$ cat src/sv/pscl_pkg.sv
`timescale 1ns / 1ps
package pscl_pkg;

  localparam int unsigned CNT_W = 7;
  localparam int unsigned PID_W = 23;
  localparam int unsigned UID_W = 32;
  localparam int unsigned IDX_W = 2;

  // result status codes
  localparam logic [1:0] STATUS_DONE      = 2'd0;
  localparam logic [1:0] STATUS_REFUSED   = 2'd1;
  localparam logic [1:0] STATUS_UNTRACKED = 2'd2;

  // register indexes
  localparam logic [IDX_W-1:0] REG_MAX_CONN = 2'd0;
  localparam logic [IDX_W-1:0] REG_MAX_PROC = 2'd1;
  localparam logic [IDX_W-1:0] REG_MAX_USER = 2'd2;

  typedef struct packed {
    logic             action;
    logic [PID_W-1:0] process_id;
    logic [UID_W-1:0] user_id;
  } in_item_t;

  typedef struct packed {
    logic [1:0]       status;
    logic [CNT_W-1:0] open_total;
  } out_item_t;

  // sequencer -> table
  typedef struct packed {
    logic clear;  // clearing pass write at addr
    logic first;  // new transaction: drop search results
    logic rd_en;  // read issued at addr
    logic upd;    // commit count/key to selected slot
  } tbl_ctl_t;

  // table -> sequencer
  typedef struct packed {
    logic             hit;      // key tracked
    logic             slot_ok;  // hit or free slot found
    logic [CNT_W-1:0] cnt;      // count of hit entry, zero if none
  } tbl_sts_t;

endpackage

$ cat src/sv/pscl_ram.sv
`timescale 1ns / 1ps
module pscl_ram #(
  parameter int WIDTH = 8,
  parameter int DEPTH = 64
) (
  input  logic                                 clk_i,
  input  logic                                 we_i,
  input  logic [(DEPTH > 1 ? $clog2(DEPTH) : 1)-1:0] waddr_i,
  input  logic [WIDTH-1:0]                     wdata_i,
  input  logic [(DEPTH > 1 ? $clog2(DEPTH) : 1)-1:0] raddr_i,
  output logic [WIDTH-1:0]                     rdata_o
);

  logic [WIDTH-1:0] mem_q [DEPTH];
  logic [WIDTH-1:0] rdata_q;

  always_ff @(posedge clk_i) begin
    if (we_i) begin
      mem_q[waddr_i] <= wdata_i;
    end
    rdata_q <= mem_q[raddr_i];
  end

  assign rdata_o = rdata_q;

endmodule

$ cat src/sv/pscl_table.sv
`timescale 1ns / 1ps
module pscl_table #(
  parameter int KEY_W   = 23,
  parameter int ENTRIES = 64
) (
  input  logic                                     clk_i,
  input  logic                                     rst_ni,
  input  pscl_pkg::tbl_ctl_t                       ctl_i,
  input  logic [(ENTRIES > 1 ? $clog2(ENTRIES) : 1)-1:0] addr_i,
  input  logic [KEY_W-1:0]                         key_i,
  input  logic [pscl_pkg::CNT_W-1:0]               cnt_wr_i,
  output pscl_pkg::tbl_sts_t                       sts_o
);

  localparam int AW = (ENTRIES > 1) ? $clog2(ENTRIES) : 1;

  logic [KEY_W-1:0]           key_rd;
  logic [pscl_pkg::CNT_W-1:0] cnt_rd;
  logic                       cmp_vld_q;
  logic [AW-1:0]              cmp_idx_q;
  logic                       hit_q, free_q;
  logic [AW-1:0]              hit_slot_q, free_slot_q;
  logic [pscl_pkg::CNT_W-1:0] hit_cnt_q;
  logic [AW-1:0]              tgt_slot;
  logic                       cnt_we;
  logic [AW-1:0]              cnt_waddr;
  logic [pscl_pkg::CNT_W-1:0] cnt_wdata;
  logic                       match, empty;

  assign tgt_slot  = hit_q ? hit_slot_q : free_slot_q;
  assign cnt_we    = ctl_i.clear | ctl_i.upd;
  assign cnt_waddr = ctl_i.clear ? addr_i : tgt_slot;
  assign cnt_wdata = ctl_i.clear ? '0 : cnt_wr_i;

  pscl_ram #(.WIDTH(KEY_W), .DEPTH(ENTRIES)) u_keys (
    .clk_i  (clk_i),
    .we_i   (ctl_i.upd),
    .waddr_i(tgt_slot),
    .wdata_i(key_i),
    .raddr_i(addr_i),
    .rdata_o(key_rd)
  );

  pscl_ram #(.WIDTH(pscl_pkg::CNT_W), .DEPTH(ENTRIES)) u_counts (
    .clk_i  (clk_i),
    .we_i   (cnt_we),
    .waddr_i(cnt_waddr),
    .wdata_i(cnt_wdata),
    .raddr_i(addr_i),
    .rdata_o(cnt_rd)
  );

  // shared compare: one entry per cycle, lowest index wins
  assign empty = (cnt_rd == '0);
  assign match = !empty && (key_rd == key_i);

  always_ff @(posedge clk_i or negedge rst_ni) begin
    if (!rst_ni) begin
      cmp_vld_q <= 1'b0;
      hit_q     <= 1'b0;
      free_q    <= 1'b0;
    end else begin
      cmp_vld_q <= ctl_i.rd_en;
      if (ctl_i.first) begin
        hit_q  <= 1'b0;
        free_q <= 1'b0;
      end else if (cmp_vld_q) begin
        if (match && !hit_q) begin
          hit_q <= 1'b1;
        end
        if (empty && !free_q) begin
          free_q <= 1'b1;
        end
      end
    end
  end

  always_ff @(posedge clk_i) begin
    cmp_idx_q <= addr_i;
    if (ctl_i.first) begin
      hit_cnt_q <= '0;
    end else if (cmp_vld_q) begin
      if (match && !hit_q) begin
        hit_slot_q <= cmp_idx_q;
        hit_cnt_q  <= cnt_rd;
      end
      if (empty && !free_q) begin
        free_slot_q <= cmp_idx_q;
      end
    end
  end

  assign sts_o.hit     = hit_q;
  assign sts_o.slot_ok = hit_q | free_q;
  assign sts_o.cnt     = hit_cnt_q;

endmodule

$ cat src/sv/per_source_connection_limiter.sv
`timescale 1ns / 1ps
// Channel   Direction  Handshake            Payload
// in        input      in_valid_i/in_stall_o    in_data_i  (action, process_id, user_id)
// out       output     out_valid_o/out_stall_i  out_data_o (status, open_total)
// cfg       input      cfg_valid_i/cfg_ready_o  cfg_index_i, cfg_data_i
//
// Search: each transaction scans every entry of the key/count RAMs, one entry per cycle,
//   through one shared compare per table; no new transaction is taken until it is decided.
// Reset: after rst_ni rises, a clearing pass zeroes every entry of both count RAMs;
//   in_stall_o stays high meanwhile. Config writes are always taken.
// Stalls: the result sits in an output register; the decide step waits while a
//   previous result is still held by out_stall_i.
module per_source_connection_limiter #(
  parameter int TABLE_ENTRIES = 64
) (
  input  logic                             clk_i,
  input  logic                             rst_ni,
  input  logic                             in_valid_i,
  output logic                             in_stall_o,
  input  pscl_pkg::in_item_t               in_data_i,
  output logic                             out_valid_o,
  input  logic                             out_stall_i,
  output pscl_pkg::out_item_t              out_data_o,
  input  logic                             cfg_valid_i,
  output logic                             cfg_ready_o,
  input  logic [pscl_pkg::IDX_W-1:0]       cfg_index_i,
  input  logic [pscl_pkg::CNT_W-1:0]       cfg_data_i
);

  localparam int AW = (TABLE_ENTRIES > 1) ? $clog2(TABLE_ENTRIES) : 1;
  localparam logic [AW-1:0] LAST_ADDR = AW'(TABLE_ENTRIES - 1);

  typedef enum logic [4:0] {
    ST_CLEAR  = 5'b00001,
    ST_IDLE   = 5'b00010,
    ST_SCAN   = 5'b00100,
    ST_DRAIN  = 5'b01000,
    ST_DECIDE = 5'b10000
  } state_e;

  state_e state_q, state_d;
  logic [AW-1:0]              addr_q, addr_d;
  logic [pscl_pkg::CNT_W-1:0] total_q, total_d;
  logic [pscl_pkg::CNT_W-1:0] max_conn_q, max_proc_q, max_user_q;
  pscl_pkg::in_item_t         item_q;
  logic                       out_valid_q;
  pscl_pkg::out_item_t        out_q;

  pscl_pkg::tbl_ctl_t         ctl;
  pscl_pkg::tbl_sts_t         p_sts, u_sts;
  logic                       in_acc, out_free, commit, upd_ok;
  logic [1:0]                 status;
  logic [pscl_pkg::CNT_W-1:0] p_new, u_new, total_next;
  logic                       refuse;

  assign in_stall_o  = (state_q != ST_IDLE);
  assign in_acc      = in_valid_i & ~in_stall_o;
  assign out_free    = ~out_valid_q | ~out_stall_i;
  assign cfg_ready_o = 1'b1;

  // ---- config registers ----
  always_ff @(posedge clk_i or negedge rst_ni) begin
    if (!rst_ni) begin
      max_conn_q <= 7'd64;
      max_proc_q <= 7'd64;
      max_user_q <= 7'd64;
    end else if (cfg_valid_i && cfg_ready_o) begin
      case (cfg_index_i)
        pscl_pkg::REG_MAX_CONN: max_conn_q <= cfg_data_i;
        pscl_pkg::REG_MAX_PROC: max_proc_q <= cfg_data_i;
        pscl_pkg::REG_MAX_USER: max_user_q <= cfg_data_i;
        default: ;  // unused index: ignored
      endcase
    end
  end

  // ---- table units ----
  assign ctl.clear = (state_q == ST_CLEAR);
  assign ctl.first = in_acc;
  assign ctl.rd_en = (state_q == ST_SCAN);
  assign ctl.upd   = commit;

  pscl_table #(.KEY_W(pscl_pkg::PID_W), .ENTRIES(TABLE_ENTRIES)) u_proc_tbl (
    .clk_i   (clk_i),
    .rst_ni  (rst_ni),
    .ctl_i   (ctl),
    .addr_i  (addr_q),
    .key_i   (item_q.process_id),
    .cnt_wr_i(p_new),
    .sts_o   (p_sts)
  );

  pscl_table #(.KEY_W(pscl_pkg::UID_W), .ENTRIES(TABLE_ENTRIES)) u_user_tbl (
    .clk_i   (clk_i),
    .rst_ni  (rst_ni),
    .ctl_i   (ctl),
    .addr_i  (addr_q),
    .key_i   (item_q.user_id),
    .cnt_wr_i(u_new),
    .sts_o   (u_sts)
  );

  // ---- decide: admission check or close on the finished search ----
  // Counts of untracked keys read as zero, so an open uses them directly.
  always_comb begin
    refuse     = (total_q >= max_conn_q) || (p_sts.cnt >= max_proc_q) ||
                 (u_sts.cnt >= max_user_q) || !p_sts.slot_ok || !u_sts.slot_ok;
    total_next = total_q;
    if (item_q.action) begin
      upd_ok = p_sts.hit & u_sts.hit;
      status = upd_ok ? pscl_pkg::STATUS_DONE : pscl_pkg::STATUS_UNTRACKED;
      p_new  = p_sts.cnt - 7'd1;
      u_new  = u_sts.cnt - 7'd1;
      if (upd_ok && total_q != '0) begin
        total_next = total_q - 7'd1;  // never below zero
      end
    end else begin
      upd_ok = ~refuse;
      status = refuse ? pscl_pkg::STATUS_REFUSED : pscl_pkg::STATUS_DONE;
      p_new  = p_sts.cnt + 7'd1;
      u_new  = u_sts.cnt + 7'd1;
      if (upd_ok) begin
        total_next = total_q + 7'd1;
      end
    end
  end

  assign commit = (state_q == ST_DECIDE) && out_free && upd_ok;

  // ---- sequencer ----
  always_comb begin
    state_d = state_q;
    addr_d  = addr_q;
    total_d = total_q;
    case (state_q)
      ST_CLEAR: begin
        addr_d = addr_q + AW'(1);
        if (addr_q == LAST_ADDR) begin
          state_d = ST_IDLE;
          addr_d  = '0;
        end
      end
      ST_IDLE: begin
        addr_d = '0;
        if (in_acc) begin
          state_d = ST_SCAN;
        end
      end
      ST_SCAN: begin
        addr_d = addr_q + AW'(1);
        if (addr_q == LAST_ADDR) begin
          state_d = ST_DRAIN;
          addr_d  = '0;
        end
      end
      ST_DRAIN: begin
        state_d = ST_DECIDE;  // last compare lands this cycle
      end
      ST_DECIDE: begin
        if (out_free) begin
          total_d = total_next;
          state_d = ST_IDLE;
        end
      end
      default: begin
        state_d = ST_IDLE;
      end
    endcase
  end

  always_ff @(posedge clk_i or negedge rst_ni) begin
    if (!rst_ni) begin
      state_q     <= ST_CLEAR;
      addr_q      <= '0;
      total_q     <= '0;
      out_valid_q <= 1'b0;
    end else begin
      state_q <= state_d;
      addr_q  <= addr_d;
      total_q <= total_d;
      if ((state_q == ST_DECIDE) && out_free) begin
        out_valid_q <= 1'b1;
      end else if (!out_stall_i) begin
        out_valid_q <= 1'b0;
      end
    end
  end

  always_ff @(posedge clk_i) begin
    if (in_acc) begin
      item_q <= in_data_i;
    end
    if ((state_q == ST_DECIDE) && out_free) begin
      out_q.status     <= status;
      out_q.open_total <= total_next;
    end
  end

  assign out_valid_o = out_valid_q;
  assign out_data_o  = out_q;

`ifndef SYNTHESIS
  // a result only appears right after a decide step
  assert property (@(posedge clk_i) disable iff (!rst_ni)
    $rose(out_valid_q) |-> $past(state_q == ST_DECIDE))
    else $error("result raised outside decide");

  // an admitted open adds exactly one to the total
  assert property (@(posedge clk_i) disable iff (!rst_ni)
    (commit && !item_q.action) |=> (total_q == $past(total_q) + 7'd1))
    else $error("admitted open did not bump total");

  // a refused or untracked transaction leaves the total alone
  assert property (@(posedge clk_i) disable iff (!rst_ni)
    ((state_q == ST_DECIDE) && out_free && !upd_ok) |=> $stable(total_q))
    else $error("rejected transaction changed total");

  // tables are only written in the decide step, apart from the clearing pass on the count RAMs
  assert property (@(posedge clk_i) disable iff (!rst_ni)
    ctl.upd |-> (state_q == ST_DECIDE) && !ctl.clear)
    else $error("table update outside decide");
`endif

endmodule
$ cat config.mk
export PLATFORM = sky130hd
export DESIGN_NAME = per_source_connection_limiter
export DESIGN_NICKNAME = d
export VERILOG_FILES = /design/src/sv/pscl_pkg.sv /design/src/sv/pscl_ram.sv /design/src/sv/pscl_table.sv /design/src/sv/per_source_connection_limiter.sv
export SDC_FILE = /design/constraint.sdc
export NUM_CORES = 2
export LEC_CHECK = 0
export ABC_CLOCK_PERIOD_IN_PS = 5320
export BUFFER_PORTS_ARGS = -buffer_cell sky130_fd_sc_hd__buf_2
export CAP_MARGIN = 5
export CELL_PAD_IN_SITES_DETAIL_PLACEMENT = 0
export CELL_PAD_IN_SITES_GLOBAL_PLACEMENT = 1
export CORE_MARGIN = 5
export CORE_UTILIZATION = 51
export DETAILED_ROUTE_END_ITERATION = 8
export MAX_ROUTING_LAYER = met4
export PLACE_DENSITY = 0.72
export SYNTH_ARGS = -nofsm -noshare
export SYNTH_HDL_FRONTEND = slang
export SYNTH_MEMORY_MAX_BITS = 65536
export SYNTH_SLANG_ARGS = --single-unit
$ cat constraint.sdc
create_clock -name clk_i -period 5.32 [get_ports clk_i]
set_clock_uncertainty 0.05 [all_clocks]
set_input_delay 1.33 -clock clk_i [delete_from_list [all_inputs] [get_ports clk_i]]
set_output_delay 1.33 -clock clk_i [all_outputs]
set_load 0.01 [all_outputs]
==> impl_results.md <==
- Syn_area_per_cell: 21.8 sq um
- Sequential area share after synthesis: 78.2%
- Initial DRC count: 12400
- Clock power share: 35.7%
- Routed WL per cell: 34.9 um
- CP max FO: 20
- Worst path cell trace: ha_1, a21oi_1, o22ai_1, a31oi_1, a31oi_4, nand3b_1, nor2_4, buf_4
- Place WS: 498 ps
- Crit Reg-Reg Startpoint: total_q[4]
- Area share of fa/ha/maj cells after synthesis: 0.270%
- Gr ovfl total: 0
- Reg area: 0.138 sq mm
- Gr usage total: 27.2%
- Via-to-Cell Ratio: 6.47
- Leading area contributor after synthesis: edfxtp_1
- Clock root buffer: clkbuf_16
- Power Density: 452 mW/mm^2
- CP arrival: 5500 ps
- Fmax: 205 MHz
- Clock sink total: 4639
- Final critical-path share of the clock period: 91.6%
- Status: complete, no violations
- Critical path class: register to register
- Share of layout cells above drive strength 1: 27.6%
- Post-Synth Simple-Gate Area: 2.11%
- Comb pwr share: 17.6%
- Peak supply drop: 0.000377 V
- Synth Area in Compound Gates: 3.22%
- Core area: 0.346 sq mm
- Reg2Reg Setup Slack: 450 ps
- Area of the multi-input gates: 0.0374 sq mm
- Sw Share: 26.2%
- Worst path slowest cell: nor2_4
- Worst slew margin: 14.9%
- Synth area leaders: edfxtp_1 (77%), mux4_2 (14%), a22oi_1 (1.3%), dfxtp_1 (1.0%), mux2i_1 (0.76%)
- Initial DRT Pass Iterations: 6
- Pin count of the biggest net entering global routing: 84
- Delay-heaviest family, CP: simple AND/OR/NAND/NOR gates
- Initial Utilization: 51.1%
- Worst min-delay path category: input port to async pin
- Post-Route Setup TNS: 0 ps
- Cells after synthesis: 8101
- Clock latency on the worst-skew pair: 1010 ps
- Row count: 216
- Post-CTS sizing: 0
- Hold_buf cts: 0
- Area Overhead vs Synth: 13.8%
- Worst path bufs/invs: 1
- Die area: 0.359 sq mm
- Internal power: 67200 uW
- Xor and xnor area share after synthesis: 0.401%
- Share of Yosys cell area claimed by the top area cell type: 76.5%
- Slew Viols, Final: 0
- Vias in the first global route: 87500
- Critical path origin: total_q[4]
- FFs w/ async S/R, synth: 0.970%
- Multiplexer area fraction after synthesis: 14.7%
- Syn Nets: 8208
- Routed wire length: 477000 um
- IO buf count: 80
- Leakage power: 0.0617 uW
- Hpwl dp: 292000 um
- Synthesis Warnings: 0
- Worst-Margin Slew: 1280 ps
- Power, Total: 91000 uW
- First-pass GRT wire length: 670000 um
- Crit start category: register
- DR DRC count: 0
- # Max-Cap Violations: 0
- Main combinational cell family by area after synthesis: multiplexers
- Final worst path period need: 4870 ps
- Die Y: 599 um
- Initial antenna violation count: 34
- CTS Buffer Depth: 4
- Hold Vio Cnt, Final: 0
- Final setup vio count: 0
- TritonCTS clock tree: built
- # nets final: 8748
- Sequential power share: 46.7%
- Die W: 599 um
- Post-CTS Setup Repair Bufs: 0
- Count leader, synth: edfxtp_1
- Synth cell types: 76
- Largest stage delay, worst path: 940 ps
- CTS buffer count: 454
- # IOs: 82
- EDFF count, synth: 4505
- FF+latch count, synth: 4639
- CTS H-tree lvls: 5
- Mapped Area: 0.177 sq mm
- Net switching power: 23800 uW
- PnR worst setup slack: 447 ps
- Gpl congestion: 0.924
- Most instantiated cells after synthesis: edfxtp_1 (4505), mux4_2 (1073), a22oi_1 (312)
- Critical Path End Type: register
- Via count: 88500
- Critical Path RT: 5940 ps
- Post-synth top flop: edfxtp_1
- Clk slew on worst S/H paths: 70 ps
- RSZ-0062 raised after global routing: no
- Routed Antenna Nets: 0
- Fill cells: 24400
[layout make-up]
type	count	area share (%)
Multi-Input combinational cell	2960	18.6
Inverter	45	0.0864
Timing Repair Buffer	541	2.22
Clock buffer	561	5.95
Clock inverter	278	1.52
Antenna cell	70	0.0871
Sequential cell	4639	68.7
Tap cell	4578	2.85
[cells by family after synthesis]
family                     Yosys count
muxes                             1242
other                                1
and+or+nand+nor                    745
buffers and inverters              502
DFF                               4639
xor gates and xnor gates            81
AOI/OAI and AO/OA                  854
adders and majority gates           37
[layout by cell type, fill, tap and decap left out, types with 62 or more instances in the layout]
cell type  instances
a22oi_1          312
nor2_2            63
nor2_1            62
nor2_4            74
mux2i_1          133
clkinv_1          89
clkinv_2          80
diode_2           70
clkbuf_1          92
o21ai_0           70
nand2_1          111
dfxtp_1           89
nor3_1           184
o22ai_1          121
buf_4            412
edfxtp_1        4505
a21oi_1          183
mux4_2          1073
buf_2             80
clkbuf_16        459
[state kept, by name, indices dropped and copies added, names as in the netlist, 9 cells and up]
name                       flops
item_q                        56
out_data_o                     9
u_proc_tbl.u_counts.mem_q    448
u_proc_tbl.u_keys.mem_q     1472
u_proc_tbl.u_keys.rdata_o     23
u_user_tbl.u_counts.mem_q    448
u_user_tbl.u_keys.mem_q     2048
u_user_tbl.u_keys.rdata_o     32
[power groups by stage]
| stage | Combinational (uW) | Clock, uW | Sequential, uW |
|---|---|---|---|
| after floorplan | 9510 | 0 | 43700 |
| after global routing | 16900 | 34400 | 42500 |
| final | 16000 | 32500 | 42500 |
| after global placement | 15900 | 0 | 43300 |
| after CTS | 16200 | 32900 | 42500 |
| after detailed placement | 16200 | 0 | 43300 |
[metal layers]
layer | wire length [um] | global-route usage (%)
met1 | 186000 | 38.5
met2 | 226000 | 40.9
met3 | 47600 | 4.69
met4 | 17300 | 8.95
met5 | 0 | -
[per-stage QoR]
step	hold WS, ps	util (%)	cells	cell area, sq um
floorplan	318	-	8101	177000
finish	439	58.2	13700	201000
detailed placement	448	53.8	12800	186000
CTS	384	58.2	13600	201000
global placement	437	53.8	12800	186000
global route	422	58.2	13700	201000
[path summary, 6_finish.rpt]
kind	end	cells past startpoint
setup / recovery	u_user_tbl.u_keys.mem_q[54][26]	8
hold / removal	addr_q[2]	2
setup reg to reg	u_user_tbl.u_keys.mem_q[54][26]	8
hold reg to reg	u_user_tbl.hit_cnt_q[6]	2
max in group asynchronous	addr_q[3]	2
min in group clk_i	item_q[40]	1
No activity file was read; power rests on OpenSTA's default activity.
